<file path="src/sv/dns_query_question_parser_macros.svh">
// ----------------------------------------------------------------------------
// dns_query_question_parser_macros
// Assertion macros shared by the parser sources. Expect clk and rst in scope.
// ----------------------------------------------------------------------------
`ifndef DNS_QUERY_QUESTION_PARSER_MACROS_SVH
`define DNS_QUERY_QUESTION_PARSER_MACROS_SVH

// same-cycle implication
`define DQQP_ASSERT_NOW(lbl, ante, cons, msg) \
  lbl: assert property (@(posedge clk) disable iff (rst) (ante) |-> (cons)) else $error(msg);

// next-cycle implication
`define DQQP_ASSERT_NEXT(lbl, ante, cons, msg) \
  lbl: assert property (@(posedge clk) disable iff (rst) (ante) |=> (cons)) else $error(msg);

`endif

</file>
<file path="src/sv/dqqp_pkg.sv">
// ----------------------------------------------------------------------------
// dqqp_pkg
// Shared types and constants for the DNS query question parser.
// ----------------------------------------------------------------------------
package dqqp_pkg;

  localparam int NAME_BUFFER = 512;
  localparam int NL_W        = $clog2(NAME_BUFFER);
  localparam int NLX_W       = (NL_W > 9) ? NL_W : 9;
  localparam int LEN_SUM_W   = ((NL_W > 8) ? NL_W : 8) + 1;

  localparam int HDR_BYTES   = 12;
  localparam int MIN_MESSAGE = 26;
  localparam int TAIL_BYTES  = 4;
  localparam int COUNT_W     = 13;
  localparam logic [COUNT_W-1:0] COUNT_MAX = {COUNT_W{1'b1}};
  localparam logic [8:0]         NAME_LENGTH_MAX = 9'd511;
  localparam logic [7:0]         DOT_CHAR = 8'h2e;

  localparam int FIFO_DEPTH = 4;
  localparam int FIFO_PTR_W = $clog2(FIFO_DEPTH);
  localparam int FIFO_CNT_W = $clog2(FIFO_DEPTH + 1);

  // configuration port
  localparam int APB_ADDR_W = 3;
  localparam logic REG_MAX_MESSAGE_LENGTH = 1'b0;
  localparam logic [COUNT_W-1:0] MAX_LEN_RESET = 13'd512;

  localparam logic [2:0] ST_OK        = 3'd0;
  localparam logic [2:0] ST_TOO_BIG   = 3'd1;
  localparam logic [2:0] ST_TOO_SMALL = 3'd2;
  localparam logic [2:0] ST_BAD_COUNT = 3'd3;
  localparam logic [2:0] ST_BAD_NAME  = 3'd4;

  localparam logic KIND_CHAR    = 1'b0;
  localparam logic KIND_SUMMARY = 1'b1;

  typedef struct packed {
    logic        result_kind;
    logic [7:0]  name_char;
    logic [2:0]  status;
    logic [15:0] query_id;
    logic [15:0] qtype;
    logic [15:0] qclass;
    logic [8:0]  name_length;
    logic [31:0] reply_ip;
    logic [15:0] reply_port;
    logic        last;
  } res_t;

  typedef struct packed {
    logic [1:0] cnt;
    res_t       a;
    res_t       b;
  } push_t;

endpackage

</file>
<file path="src/sv/dqqp_if.sv">
// ----------------------------------------------------------------------------
// dqqp_if
// Valid/ready channels for message bytes and result items.
// ----------------------------------------------------------------------------
interface dqqp_msg_if;
  logic        valid;
  logic        ready;
  logic [7:0]  msg_byte;
  logic        msg_last;
  logic [31:0] src_ip;
  logic [15:0] src_port;

  modport source (output valid, msg_byte, msg_last, src_ip, src_port, input ready);
  modport sink   (input valid, msg_byte, msg_last, src_ip, src_port, output ready);
endinterface

interface dqqp_res_if;
  logic        valid;
  logic        ready;
  logic        result_kind;
  logic [7:0]  name_char;
  logic [2:0]  status;
  logic [15:0] query_id;
  logic [15:0] qtype;
  logic [15:0] qclass;
  logic [8:0]  name_length;
  logic [31:0] reply_ip;
  logic [15:0] reply_port;
  logic        last;

  modport source (output valid, result_kind, name_char, status, query_id, qtype,
                  qclass, name_length, reply_ip, reply_port, last, input ready);
  modport sink   (input valid, result_kind, name_char, status, query_id, qtype,
                  qclass, name_length, reply_ip, reply_port, last, output ready);
endinterface

</file>
<file path="src/sv/dqqp_cfg.sv">
// ----------------------------------------------------------------------------
// dqqp_cfg
// APB register: largest accepted message length.
// ----------------------------------------------------------------------------
module dqqp_cfg
  import dqqp_pkg::*;
(
  input  logic                  clk,
  input  logic                  rst,
  input  logic                  psel,
  input  logic                  penable,
  input  logic                  pwrite,
  input  logic [APB_ADDR_W-1:0] paddr,
  input  logic [31:0]           pwdata,
  output logic [31:0]           prdata,
  output logic                  pready,
  output logic [COUNT_W-1:0]    max_len
);

  logic sel_max_len;

  assign pready      = 1'b1;
  assign sel_max_len = (paddr[APB_ADDR_W-1] == REG_MAX_MESSAGE_LENGTH);

  always_ff @(posedge clk) begin
    if (rst) begin
      max_len <= MAX_LEN_RESET;
    end else if (psel && penable && pwrite && sel_max_len) begin
      max_len <= pwdata[COUNT_W-1:0];
    end
  end

  assign prdata = sel_max_len ? {{(32-COUNT_W){1'b0}}, max_len} : 32'd0;

endmodule

</file>
<file path="src/sv/dqqp_parser.sv">
// ----------------------------------------------------------------------------
// dqqp_parser
// Per-byte header capture, label decode and type/class gather.
// ----------------------------------------------------------------------------
module dqqp_parser
  import dqqp_pkg::*;
(
  input  logic               clk,
  input  logic               rst,
  dqqp_msg_if.sink           msg,
  input  logic [COUNT_W-1:0] max_len,
  input  logic               space,
  output push_t              push
);

  localparam logic [2:0] PH_HEADER = 3'd0;
  localparam logic [2:0] PH_LEN    = 3'd1;
  localparam logic [2:0] PH_LABEL  = 3'd2;
  localparam logic [2:0] PH_TAIL   = 3'd3;
  localparam logic [2:0] PH_DONE   = 3'd4;

  logic [COUNT_W-1:0] byte_count, byte_count_next;
  logic [2:0]         parse_phase, parse_phase_next;
  logic [7:0]         label_left, label_left_next;
  logic [NL_W-1:0]    name_len, name_len_next;
  logic [15:0]        header_id, header_id_next;
  logic [15:0]        question_count, question_count_next;
  logic [15:0]        answer_count, answer_count_next;
  logic [31:0]        type_class_word, type_class_word_next;
  logic [2:0]         tail_bytes, tail_bytes_next;
  logic               name_bad, name_bad_next;

  logic               fire;
  logic               emit;
  logic [7:0]         emit_char;
  logic [2:0]         status;
  logic [LEN_SUM_W-1:0] len_sum;
  logic [NLX_W-1:0]   nl;
  res_t               char_item;
  res_t               sum_item;

  assign msg.ready = space;
  assign fire      = msg.valid && msg.ready;
  assign len_sum   = LEN_SUM_W'(name_len) + LEN_SUM_W'(msg.msg_byte);
  assign nl        = (name_len != '0) ? NLX_W'(name_len - 1'b1) : '0;

  always_comb begin
    byte_count_next      = byte_count;
    parse_phase_next     = parse_phase;
    label_left_next      = label_left;
    name_len_next        = name_len;
    header_id_next       = header_id;
    question_count_next  = question_count;
    answer_count_next    = answer_count;
    type_class_word_next = type_class_word;
    tail_bytes_next      = tail_bytes;
    name_bad_next        = name_bad;
    emit                 = 1'b0;
    emit_char            = 8'd0;
    status               = ST_OK;

    if (fire) begin
      if (byte_count != COUNT_MAX) begin
        byte_count_next = byte_count + 1'b1;
      end
      case (parse_phase)
        PH_HEADER: begin
          case (byte_count[3:0])
            4'd0: header_id_next[15:8]      = msg.msg_byte;
            4'd1: header_id_next[7:0]       = msg.msg_byte;
            4'd4: question_count_next[15:8] = msg.msg_byte;
            4'd5: question_count_next[7:0]  = msg.msg_byte;
            4'd6: answer_count_next[15:8]   = msg.msg_byte;
            4'd7: answer_count_next[7:0]    = msg.msg_byte;
            default: ;
          endcase
          if (byte_count >= COUNT_W'(HDR_BYTES - 1)) begin
            parse_phase_next = PH_LEN;
          end
        end
        PH_LEN: begin
          if (msg.msg_byte == 8'd0) begin
            parse_phase_next = PH_TAIL;
            tail_bytes_next  = 3'd0;
          end else if (len_sum >= LEN_SUM_W'(NAME_BUFFER - 1)) begin
            name_bad_next    = 1'b1;
            parse_phase_next = PH_DONE;
          end else begin
            emit             = (name_len != '0);
            emit_char        = DOT_CHAR;
            label_left_next  = msg.msg_byte;
            parse_phase_next = PH_LABEL;
          end
        end
        PH_LABEL: begin
          emit            = 1'b1;
          emit_char       = msg.msg_byte;
          label_left_next = label_left - 1'b1;
          if (label_left_next == 8'd0) begin
            name_len_next    = name_len + NL_W'(2);
            parse_phase_next = PH_LEN;
          end else begin
            name_len_next    = name_len + 1'b1;
          end
        end
        PH_TAIL: begin
          type_class_word_next = {type_class_word[23:0], msg.msg_byte};
          tail_bytes_next      = tail_bytes + 1'b1;
          if (tail_bytes_next >= 3'(TAIL_BYTES)) begin
            parse_phase_next = PH_DONE;
          end
        end
        default: ;
      endcase

      if (byte_count_next > max_len) begin
        status = ST_TOO_BIG;
      end else if (byte_count_next < COUNT_W'(MIN_MESSAGE)) begin
        status = ST_TOO_SMALL;
      end else if (question_count_next != 16'd1 || answer_count_next != 16'd0) begin
        status = ST_BAD_COUNT;
      end else if (name_bad_next || parse_phase_next != PH_DONE) begin
        status = ST_BAD_NAME;
      end
    end
  end

  always_comb begin
    char_item             = '0;
    char_item.result_kind = KIND_CHAR;
    char_item.name_char   = emit_char;

    sum_item             = '0;
    sum_item.result_kind = KIND_SUMMARY;
    sum_item.status      = status;
    sum_item.query_id    = header_id_next;
    sum_item.reply_ip    = msg.src_ip;
    sum_item.reply_port  = msg.src_port;
    sum_item.last        = 1'b1;
    if (status == ST_OK) begin
      sum_item.qtype       = type_class_word_next[31:16];
      sum_item.qclass      = type_class_word_next[15:0];
      sum_item.name_length = (nl > NLX_W'(NAME_LENGTH_MAX)) ? NAME_LENGTH_MAX : nl[8:0];
    end

    push = '0;
    if (fire) begin
      if (emit) begin
        push.a   = char_item;
        push.b   = sum_item;
        push.cnt = msg.msg_last ? 2'd2 : 2'd1;
      end else begin
        push.a   = sum_item;
        push.b   = sum_item;
        push.cnt = msg.msg_last ? 2'd1 : 2'd0;
      end
    end
  end

  // summary fields are taken before the end-of-message clear
  always_ff @(posedge clk) begin
    if (rst || (fire && msg.msg_last)) begin
      byte_count      <= '0;
      parse_phase     <= PH_HEADER;
      label_left      <= 8'd0;
      name_len        <= '0;
      header_id       <= 16'd0;
      question_count  <= 16'd0;
      answer_count    <= 16'd0;
      type_class_word <= 32'd0;
      tail_bytes      <= 3'd0;
      name_bad        <= 1'b0;
    end else begin
      byte_count      <= byte_count_next;
      parse_phase     <= parse_phase_next;
      label_left      <= label_left_next;
      name_len        <= name_len_next;
      header_id       <= header_id_next;
      question_count  <= question_count_next;
      answer_count    <= answer_count_next;
      type_class_word <= type_class_word_next;
      tail_bytes      <= tail_bytes_next;
      name_bad        <= name_bad_next;
    end
  end

endmodule

</file>
<file path="src/sv/dqqp_out_fifo.sv">
// ----------------------------------------------------------------------------
// dqqp_out_fifo
// Result queue; takes up to two items per cycle, delivers one per transfer.
// ----------------------------------------------------------------------------
`include "dns_query_question_parser_macros.svh"

module dqqp_out_fifo
  import dqqp_pkg::*;
(
  input  logic       clk,
  input  logic       rst,
  input  push_t      push,
  dqqp_res_if.source res,
  output logic       space
);

  res_t                  mem [FIFO_DEPTH];
  logic [FIFO_PTR_W-1:0] wr_ptr;
  logic [FIFO_PTR_W-1:0] rd_ptr;
  logic [FIFO_CNT_W-1:0] count;
  logic [FIFO_CNT_W:0]   fill_sum;
  logic                  pop;
  res_t                  head;

  assign pop      = res.valid && res.ready;
  assign space    = (count <= FIFO_CNT_W'(FIFO_DEPTH - 2));
  assign fill_sum = {1'b0, count} + (FIFO_CNT_W + 1)'(push.cnt);

  always_ff @(posedge clk) begin
    if (push.cnt != 2'd0) begin
      mem[wr_ptr] <= push.a;
    end
    if (push.cnt == 2'd2) begin
      mem[wr_ptr + 1'b1] <= push.b;
    end
  end

  always_ff @(posedge clk) begin
    if (rst) begin
      wr_ptr <= '0;
      rd_ptr <= '0;
      count  <= '0;
    end else begin
      wr_ptr <= wr_ptr + FIFO_PTR_W'(push.cnt);
      if (pop) begin
        rd_ptr <= rd_ptr + 1'b1;
      end
      count <= count + FIFO_CNT_W'(push.cnt) - FIFO_CNT_W'(pop);
    end
  end

  assign head            = mem[rd_ptr];
  assign res.valid       = (count != '0);
  assign res.result_kind = head.result_kind;
  assign res.name_char   = head.name_char;
  assign res.status      = head.status;
  assign res.query_id    = head.query_id;
  assign res.qtype       = head.qtype;
  assign res.qclass      = head.qclass;
  assign res.name_length = head.name_length;
  assign res.reply_ip    = head.reply_ip;
  assign res.reply_port  = head.reply_port;
  assign res.last        = head.last;

  `DQQP_ASSERT_NOW(a_no_overflow, push.cnt != 2'd0, fill_sum <= (FIFO_CNT_W + 1)'(FIFO_DEPTH), "result queue overflow")
  `DQQP_ASSERT_NOW(a_pair_order, push.cnt == 2'd2, push.a.result_kind == KIND_CHAR && push.b.last, "paired push not char then summary")
  `DQQP_ASSERT_NEXT(a_fill_grows, push.cnt != 2'd0 && !pop, count > $past(count), "queue fill did not grow on push")

endmodule

</file>
<file path="src/sv/dns_query_question_parser.sv">
// ----------------------------------------------------------------------------
// dns_query_question_parser
// DNS request parser: header capture, first question name, type and class.
// ----------------------------------------------------------------------------
// Usage
//   msg: one message byte per transfer, msg_last on the final byte, with the
//   sender address and port. res: decoded name characters (result_kind 0,
//   a dot between labels), then one summary item (result_kind 1, last 1) on
//   the final byte. A non-ok status means the characters already delivered
//   for that message are to be dropped.
//   Throughput: one byte per cycle while the result queue has room. Each
//   result passes through the result queue. A final byte that also yields a
//   character gives two results, delivered on consecutive transfers.
//   A four-entry result queue separates the sides; msg.ready falls while it
//   has fewer than two free entries, so a stalled receiver holds off input.
//   Reset: parser to header phase, queue empty, max_message_length 512. The
//   register is to be written over APB between messages only (not enforced).
// ----------------------------------------------------------------------------
module dns_query_question_parser
  import dqqp_pkg::*;
(
  input  logic                  clk,
  input  logic                  rst,
  dqqp_msg_if.sink              msg,
  dqqp_res_if.source            res,
  input  logic                  psel,
  input  logic                  penable,
  input  logic                  pwrite,
  input  logic [APB_ADDR_W-1:0] paddr,
  input  logic [31:0]           pwdata,
  output logic [31:0]           prdata,
  output logic                  pready
);

  logic [COUNT_W-1:0] max_len;
  logic               space;
  push_t              push;

  dqqp_cfg u_cfg (
    .clk     (clk),
    .rst     (rst),
    .psel    (psel),
    .penable (penable),
    .pwrite  (pwrite),
    .paddr   (paddr),
    .pwdata  (pwdata),
    .prdata  (prdata),
    .pready  (pready),
    .max_len (max_len)
  );

  dqqp_parser u_parser (
    .clk     (clk),
    .rst     (rst),
    .msg     (msg),
    .max_len (max_len),
    .space   (space),
    .push    (push)
  );

  dqqp_out_fifo u_out_fifo (
    .clk   (clk),
    .rst   (rst),
    .push  (push),
    .res   (res),
    .space (space)
  );

endmodule

</file>
<file path="src/flat_wrapper.sv">
// flat-port wrapper written by rule: the top's interface ports become plain ports
module dns_query_question_parser_flat import dqqp_pkg::*;
  (clk, rst, psel, penable, pwrite, paddr, pwdata, prdata, pready, msg_valid, msg_msg_byte, msg_msg_last, msg_src_ip, msg_src_port, msg_ready, res_valid, res_result_kind, res_name_char, res_status, res_query_id, res_qtype, res_qclass, res_name_length, res_reply_ip, res_reply_port, res_last, res_ready);
  dqqp_msg_if msg_i ();
  dqqp_res_if res_i ();
  input  logic clk;
  input  logic rst;
  input  logic psel;
  input  logic penable;
  input  logic pwrite;
  input  logic [APB_ADDR_W-1:0] paddr;
  input  logic [31:0] pwdata;
  output logic [31:0] prdata;
  output logic pready;
  input wire logic [$bits(msg_i.valid)-1:0] msg_valid;
  input wire logic [$bits(msg_i.msg_byte)-1:0] msg_msg_byte;
  input wire logic [$bits(msg_i.msg_last)-1:0] msg_msg_last;
  input wire logic [$bits(msg_i.src_ip)-1:0] msg_src_ip;
  input wire logic [$bits(msg_i.src_port)-1:0] msg_src_port;
  output wire logic [$bits(msg_i.ready)-1:0] msg_ready;
  output wire logic [$bits(res_i.valid)-1:0] res_valid;
  output wire logic [$bits(res_i.result_kind)-1:0] res_result_kind;
  output wire logic [$bits(res_i.name_char)-1:0] res_name_char;
  output wire logic [$bits(res_i.status)-1:0] res_status;
  output wire logic [$bits(res_i.query_id)-1:0] res_query_id;
  output wire logic [$bits(res_i.qtype)-1:0] res_qtype;
  output wire logic [$bits(res_i.qclass)-1:0] res_qclass;
  output wire logic [$bits(res_i.name_length)-1:0] res_name_length;
  output wire logic [$bits(res_i.reply_ip)-1:0] res_reply_ip;
  output wire logic [$bits(res_i.reply_port)-1:0] res_reply_port;
  output wire logic [$bits(res_i.last)-1:0] res_last;
  input wire logic [$bits(res_i.ready)-1:0] res_ready;
  assign msg_i.valid = msg_valid;
  assign msg_i.msg_byte = msg_msg_byte;
  assign msg_i.msg_last = msg_msg_last;
  assign msg_i.src_ip = msg_src_ip;
  assign msg_i.src_port = msg_src_port;
  assign msg_ready = msg_i.ready;
  assign res_valid = res_i.valid;
  assign res_result_kind = res_i.result_kind;
  assign res_name_char = res_i.name_char;
  assign res_status = res_i.status;
  assign res_query_id = res_i.query_id;
  assign res_qtype = res_i.qtype;
  assign res_qclass = res_i.qclass;
  assign res_name_length = res_i.name_length;
  assign res_reply_ip = res_i.reply_ip;
  assign res_reply_port = res_i.reply_port;
  assign res_last = res_i.last;
  assign res_i.ready = res_ready;
  dns_query_question_parser u_core (.clk(clk), .rst(rst), .msg(msg_i), .res(res_i), .psel(psel), .penable(penable), .pwrite(pwrite), .paddr(paddr), .pwdata(pwdata), .prdata(prdata), .pready(pready));
endmodule
</file>
<file path="config.mk">
export PLATFORM = sky130hd
export DESIGN_NAME = dns_query_question_parser_flat
export DESIGN_NICKNAME = d
export VERILOG_FILES = /design/src/sv/dqqp_pkg.sv /design/src/sv/dqqp_if.sv /design/src/sv/dqqp_cfg.sv /design/src/sv/dqqp_parser.sv /design/src/sv/dqqp_out_fifo.sv /design/src/sv/dns_query_question_parser.sv /design/src/flat_wrapper.sv
export VERILOG_INCLUDE_DIRS = /design/src /design/src/sv
export SDC_FILE = /design/constraint.sdc
export NUM_CORES = 1
export LEC_CHECK = 0
export BUFFER_PORTS_ARGS = -buffer_cell sky130_fd_sc_hd__buf_2
export CAP_MARGIN = 40
export CORE_MARGIN = 4
export CORE_UTILIZATION = 50
export CTS_CLUSTER_SIZE = 20
export DETAILED_ROUTE_END_ITERATION = 10
export PLACE_DENSITY = 0.69
export SLEW_MARGIN = 30
export SYNTH_ARGS = -nofsm -noshare
export SYNTH_HDL_FRONTEND = slang
export SYNTH_SLANG_ARGS = --single-unit
</file>
<file path="constraint.sdc">
create_clock -name clk -period 19.1 [get_ports clk]
set_input_delay 2.865 -clock clk [delete_from_list [all_inputs] [get_ports clk]]
set_output_delay 2.865 -clock clk [all_outputs]
set_load 0.005 [all_outputs]
</file>
==> results.py, run 1 <==
metrics = {
    "global_routing": {
        "antenna_found_initial": 2,
        "gr-total-overflow": 0,
        "grt_first_pass_wirelength_um": 104000,
        "globalRouteTotalUtil_pct": 22.1,
        "first_global_vias": 18600,
        "grt_max_degree": 89,
    },
    "routing": {
        "postRouteAntennaNets": 0,
        "dr.pass1.iters": 6,
        "drc": 0,
        "wl_um": 66000,
        "viasPerCell": 5.84,
        "vias": 18200,
        "drt_iter0_drc": 1593,
        "drt-wirelength-per-cell_um": 21.2,
    },
    "timing": {
        "maxSlewHeadroom_pct": 41.8,
        "tightest_slew_ns": 0.873,
        "finClkSkew_ns": 0.0210,
        "fmax_mhz": 120,
        "rsz0062_at_grt": "no",
        "fin_crit_ns": 8.30,
        "fin_tns_setup_ns": 0,
        "setup_violations": 0,
        "hold_viol_final": 0,
        "timing.final.crit_share_pct": 43.5,
        "drv_slew": 0,
    },
    "clocking": {
        "clock_latency_ns": 0.59,
        "ctsResizeCount": 0,
        "ctsHoldBuffers": 0,
        "clock_path_buffers": 3,
        "cts_tree": "built",
        "cts_sinks": 607,
        "clk_pin_slew_worst_paths_ns": 0.06,
        "htreeDepth": 3,
        "cts_setup_buffers": 0,
        "cts_buffers": 66,
        "cts-root-buf": "clkbuf_16",
    },
    "finish": {
        "area_growth_pct": 13.7,
        "fillers": 4406,
        "fin_util_pct": 57.9,
        "finalNonFillerCells": 3114,
        "layout.nets": 2463,
        "drive_above_1_share_pct": 20.4,
    },
    "min_path": {
        "holdPathStages": 2,
        "hold_path.class": "reg -> reg",
    },
    "floorplanning": {
        "core_um2": 54300,
        "die_w_um": 243,
        "ios": 252,
        "die_y_um": 243,
        "dieArea_um2": 59200,
        "start_util_pct": 50.9,
        "rows": 85,
    },
    "synthesis": {
        "yosysUniqueCellTypes": 73,
        "synth_edf_count": 436,
        "yosysWarnings": 0,
        "synthArstFlopShare_pct": 0,
        "yosys_register_bits": 607,
        "yosysSeqAreaShare_pct": 59.7,
        "synth_top_area_cell": "edfxtp_1",
        "syn_inst": 2187,
        "synth_top_area_share_pct": 47.3,
        "synth_ff_type": "edfxtp_1",
        "synthTopCellsByArea": "edfxtp_1 47%, dfxtp_1 12%, mux4_2 9.5%",
        "synth.avg_cell_area_um2": 12.6,
        "synthesis.area_um2": 27700,
    },
    "pwr": {
        "power_density_nw_per_um2": 110,
        "ir_drop_mv": 0.0583,
        "p_leak_nw": 11.1,
    },
    "critical_path": {
        "critPathMaxStageDelay_ns": 0.70,
        "cp-start-kind": "input pin",
        "crit_arrival_ns": 8.51,
        "crit_path_cell_trace": "buf_2 > ha_1 > fa_1 > a211oi_1 > xnor2_1 > a31o_2 > o2111ai_1 > nand2_1 > o31ai_1 > ha_1 > nor2_1 > nor2_1 > nand3_1 > and2_1 > inv_6 > buf_4",
        "critPathKind": "in -> reg",
        "endpoint_kind": "register",
        "r2r.worst_path.cells": 15,
        "cp_max_fo": 65,
        "crit_required_ns": 19.31,
        "slowest_stage": "buf_4",
    },
    "placement": {
        "port_buffers": 210,
        "dp_cells": 2990,
        "place_hpwl_um": 39200,
        "place_congestion": 0.821,
    },
    "run_status": {
        "status": "finished clean",
    },
    "flow_run": {
        "max_cap_violations": 0,
    },
}
[layout make-up]
| type | count | area, um2 | share of cell area (%) |
|---|---|---|---|
| flip-flops and latches | 607 | 16500 | 52.5 |
| multi-input cells | 1357 | 10200 | 32.5 |
| clock buffers | 88 | 1820 | 5.78 |
| repair buffers | 249 | 1550 | 4.93 |
| well taps | 739 | 925 | 2.94 |
| clock inverters | 30 | 224 | 0.712 |
| inverters | 43 | 176 | 0.561 |
| diodes | 1 | 2.50 | 0.00796 |
[critical path, delay by kind of cell]
kind / cells / cell delay (ns)
AOI/OAI and AO/OA: 4 / 1.52
buffers and inverters: 3 / 1.49
and+or+nand+nor: 5 / 1.41
adders and majority gates: 3 / 1.01
xor gates and xnor gates: 1 / 0.12
[through the flow]
step                cell area, um2  hold slack [ns]  total power (W)  setup WS, ns
floorplan                    27700            0.420          0.00200         10.73
global placement             29000            0.431          0.00225         10.11
detailed placement           29300            0.444          0.00228         10.35
CTS                          31300            0.452          0.00349         10.90
global route                 31400            0.474          0.00362         10.55
finish                       31400            0.449          0.00347         10.80
[placed cells by master, fill, tap and decap left out, types with 24 or more instances in the layout]
| cell type | instances |
|---|---|
| nor2_1 | 203 |
| and2_1 | 53 |
| dfxtp_1 | 169 |
| nand2_1 | 146 |
| edfxtp_1 | 436 |
| nand3_1 | 39 |
| buf_2 | 211 |
| clkbuf_16 | 69 |
| a211oi_1 | 171 |
| mux2i_1 | 53 |
| nor2b_1 | 152 |
| nor3_1 | 24 |
| ha_1 | 38 |
| mux4_2 | 117 |
| a21oi_1 | 92 |
| o21ai_0 | 65 |
| inv_1 | 38 |
[Yosys cell counts, drive strengths merged (7+ instances only)]
cell type and instances:
edfxtp 436, nor2 203, a211oi 171, dfxtp 171, nor2b 152, nand2 146
clkbuf 120, mux4 117, a21oi 93, buf 78, o21ai 67, and2 54
mux2i 53, inv 43, nand3 40, ha 38, nor3 26, xnor2 19
nor4 12, and3 11, nand4 11, xor2 11, o211ai 8, or3 8
o31ai 7
[kinds of logic after synthesis]
logic type	synth area share, %
XOR/XNOR	0.950
other	0.0271
adder cells (fa/ha/maj)	1.86
flip-flops	59.7
buffers and inverters	3.73
multiplexers	11.6
AND/OR/NAND/NOR	12.6
AO/OA/AOI/OAI	9.56
[routing by layer]
metal | global-route usage, % | vias up | routed length, um
met5 | 0 | - | 8
met4 | 7.08 | 2 | 1610
met3 | 3.70 | 96 | 3780
met2 | 38.1 | 564 | 33200
met1 | 28.8 | 9109 | 27400
li1 | - | 8418 | -
[path summary, 6_finish.rpt]
check | from | endpoint | slack [ns]
worst max-delay path | msg_msg_byte[0] | u_core.u_out_fifo.mem[3][85]$_DFFE_PP_ | 10.80
worst min-delay path | u_core.u_parser.answer_count[9]$_SDFFE_PP0P_ | u_core.u_parser.answer_count[9]$_SDFFE_PP0P_ | 0.45
worst max register to register | u_core.u_parser.name_len[0]$_SDFFE_PP0P_ | u_core.u_out_fifo.mem[3][85]$_DFFE_PP_ | 12.97
worst min register to register | u_core.u_parser.answer_count[9]$_SDFFE_PP0P_ | u_core.u_parser.answer_count[9]$_SDFFE_PP0P_ | 0.45
[where the power goes]
part           switching [W]  internal [W]
clock network       0.000502      0.000710
logic               0.000403      0.000325
registers          0.0000405       0.00149
total               0.000945       0.00252
[flip-flops by register name, indices dropped and copies added, names as in the netlist, 8 cells and up, named ones only]
register,flops
u_core.u_parser.question_count,16
u_core.u_parser.byte_count,13
u_core.u_parser.name_len,9
u_core.u_parser.type_class_word,32
u_core.u_out_fifo.mem,468
u_core.u_parser.answer_count,16
u_core.u_parser.header_id,16
u_core.u_cfg.max_len,13
u_core.u_parser.label_left,8
Power figures use the tool's default switching activity.
==> run 2, diff against run 1 <==
--- a/config.mk
+++ b/config.mk
@@ -12,7 +12,7 @@
 export CORE_UTILIZATION = 50
 export CTS_CLUSTER_SIZE = 20
 export DETAILED_ROUTE_END_ITERATION = 10
-export PLACE_DENSITY = 0.69
+export PLACE_DENSITY = 0.72
 export SLEW_MARGIN = 30
 export SYNTH_ARGS = -nofsm -noshare
 export SYNTH_HDL_FRONTEND = slang
==> constraint.sdc (replaced) <==
create_clock -name clk -period 7.5 [get_ports clk]
set_input_delay 1.125 -clock clk [delete_from_list [all_inputs] [get_ports clk]]
set_output_delay 1.125 -clock clk [all_outputs]
set_load 0.005 [all_outputs]
==> run 2 against run 1 <==
  * Clock power increased by 150%
  * Count of clock-buffer cells in the layout unchanged
  * Worst hold slack improved by 0.0042 ns
  * Sequential share of layout area about the same
  * Critical path type unchanged
  * Setup slack got worse by 9.0 ns
  * First-iteration DRC count increased by 11%
  * Largest cell class unchanged
==> results.py, run 2 (synthesis results as in run 1) <==
metrics = {
    "run_status": {
        "status": "finished clean",
    },
    "routing": {
        "drc": 0,
        "viasPerCell": 5.89,
        "drt_iter0_drc": 1770,
        "wl_um": 66000,
        "postRouteAntennaNets": 0,
        "vias": 18300,
        "dr.pass1.iters": 5,
        "drt-wirelength-per-cell_um": 21.2,
    },
    "floorplanning": {
        "core_um2": 54300,
        "die_w_um": 243,
        "start_util_pct": 50.9,
        "rows": 85,
        "dieArea_um2": 59200,
        "ios": 252,
        "die_y_um": 243,
    },
    "clocking": {
        "ctsHoldBuffers": 0,
        "clock_path_buffers": 3,
        "ctsResizeCount": 0,
        "cts_tree": "built",
        "cts_setup_buffers": 0,
        "clk_pin_slew_worst_paths_ns": 0.06,
        "clock_latency_ns": 0.63,
        "cts_sinks": 607,
        "cts_buffers": 61,
        "cts-root-buf": "clkbuf_16",
        "htreeDepth": 2,
    },
    "finish": {
        "reg_top3": "u_core.u_out_fifo.mem x468, u_core.u_parser.type_class_word x32",
        "largest_reg_flops": 468,
        "area_growth_pct": 13.7,
        "layout.nets": 2462,
        "final_common_cell": "edfxtp_1",
        "largest_register": "u_core.u_out_fifo.mem",
        "drive_above_1_share_pct": 20.3,
        "final_cell_mix": "436 x edfxtp_1, 211 x buf_2, 203 x nor2_1, 171 x a211oi_1, 169 x dfxtp_1",
    },
    "timing": {
        "finClkSkew_ns": 0.0241,
        "setup_violations": 0,
        "rsz0062_at_grt": "no",
        "fin_tns_setup_ns": 0,
        "tightest_slew_ns": 0.865,
        "timing.final.ws_setup_ns": 1.78,
        "timing.final.crit_share_pct": 76.3,
        "fmax_mhz": 175,
        "hold_viol_final": 0,
        "maxSlewHeadroom_pct": 42.3,
        "whs_ns": 0.453,
        "fin_crit_ns": 5.72,
        "drv_slew": 0,
    },
    "critical_path": {
        "cp_max_fo": 24,
        "crit_arrival_ns": 6.01,
        "r2r.worst_path.cells": 15,
        "endpoint_kind": "register",
        "cp-start-kind": "input pin",
        "crit_required_ns": 7.79,
        "critPathKind": "in -> reg",
    },
    "pwr": {
        "power_density_nw_per_um2": 277,
        "p_leak_nw": 11.0,
        "ir_drop_mv": 0.213,
    },
    "placement": {
        "port_buffers": 210,
        "dp_slack_ns": 1.25,
        "place_congestion": 0.874,
        "place_hpwl_um": 39500,
    },
    "min_path": {
        "holdPathStages": 2,
        "hold_path.class": "reg -> reg",
    },
    "flow_run": {
        "max_cap_violations": 0,
    },
    "global_routing": {
        "gr-total-overflow": 0,
        "antenna_found_initial": 0,
        "first_global_vias": 18400,
        "globalRouteTotalUtil_pct": 21.8,
        "grt_first_pass_wirelength_um": 103000,
        "grt_max_degree": 144,
    },
}
## run 2: cell types whose count changed in the layout (fill, tap and decap cells not counted), sizes merged
cell	change
clkinv	-7
buf	+4
bufinv	+2
clkinvlp	+1
inv	-1
## run 2: cell type report
cell class	instances	area, um2
Clock inverter	25	264
Fill cell	4339	22900
Sequential cell	607	16500
Tap cell	739	925
Inverter	43	171
Antenna cell	1	2.50
Multi-Input combinational cell	1357	10200
Timing Repair Buffer	253	1670
Clock buffer	88	1690
## run 2: final timing paths
| path | slack [ns] | endpoint | from |
|---|---|---|---|
| worst max-delay path | 1.78 | u_core.u_out_fifo.mem[3][92]$_DFFE_PP_ | msg_msg_byte[0] |
| worst min-delay path | 0.45 | u_core.u_out_fifo.mem[0][113]$_SDFFE_PP0P_ | u_core.u_out_fifo.mem[0][113]$_SDFFE_PP0P_ |
| worst max register to register | 2.16 | u_core.u_out_fifo.mem[3][92]$_DFFE_PP_ | u_core.u_parser.name_len[0]$_SDFFE_PP0P_ |
| worst min register to register | 0.45 | u_core.u_out_fifo.mem[0][113]$_SDFFE_PP0P_ | u_core.u_out_fifo.mem[0][113]$_SDFFE_PP0P_ |
## run 2: where the power goes
part / internal [W] / switching, W / total, W
combinational: 0.000809 / 0.000996 / 0.00181
clock: 0.00173 / 0.00126 / 0.00299
sequential: 0.00378 / 0.000122 / 0.00391
## run 2: per-stage QoR
step	util [%]	std cells	total power [W]	area (um2)
floorplan	-	2205	0.00510	27700
global placement	53.9	2989	0.00574	29300
detailed placement	54.2	2997	0.00579	29400
CTS	57.8	3110	0.00876	31400
global route	57.9	3112	0.00906	31500
finish	57.9	3113	0.00871	31500
## run 2: metal layers
layer  wire length (um)  part of all wire, %  GRT usage [%]  up-vias
met4               1230                  1.9           5.09        0
li1                   -                    -              -     8402
met3               4230                  6.4           3.63      107
met2              33700                   51           38.5      649
met5                  0                    0              0        -
met1              26800                   41           28.3     9174
## run 2: critical path: stages
cell and delay (ns):
buf_2 0.20, ha_1 0.26, fa_1 0.42, a211oi_1 0.54, xnor2_1 0.13, a31o_2 0.28
o2111ai_1 0.20, nand2_1 0.13, o31ai_1 0.45, ha_1 0.39, nand2b_1 0.20, nor2_1 0.30
nand2_1 0.29, and2_1 0.29, inv_4 0.37, buf_4 0.39
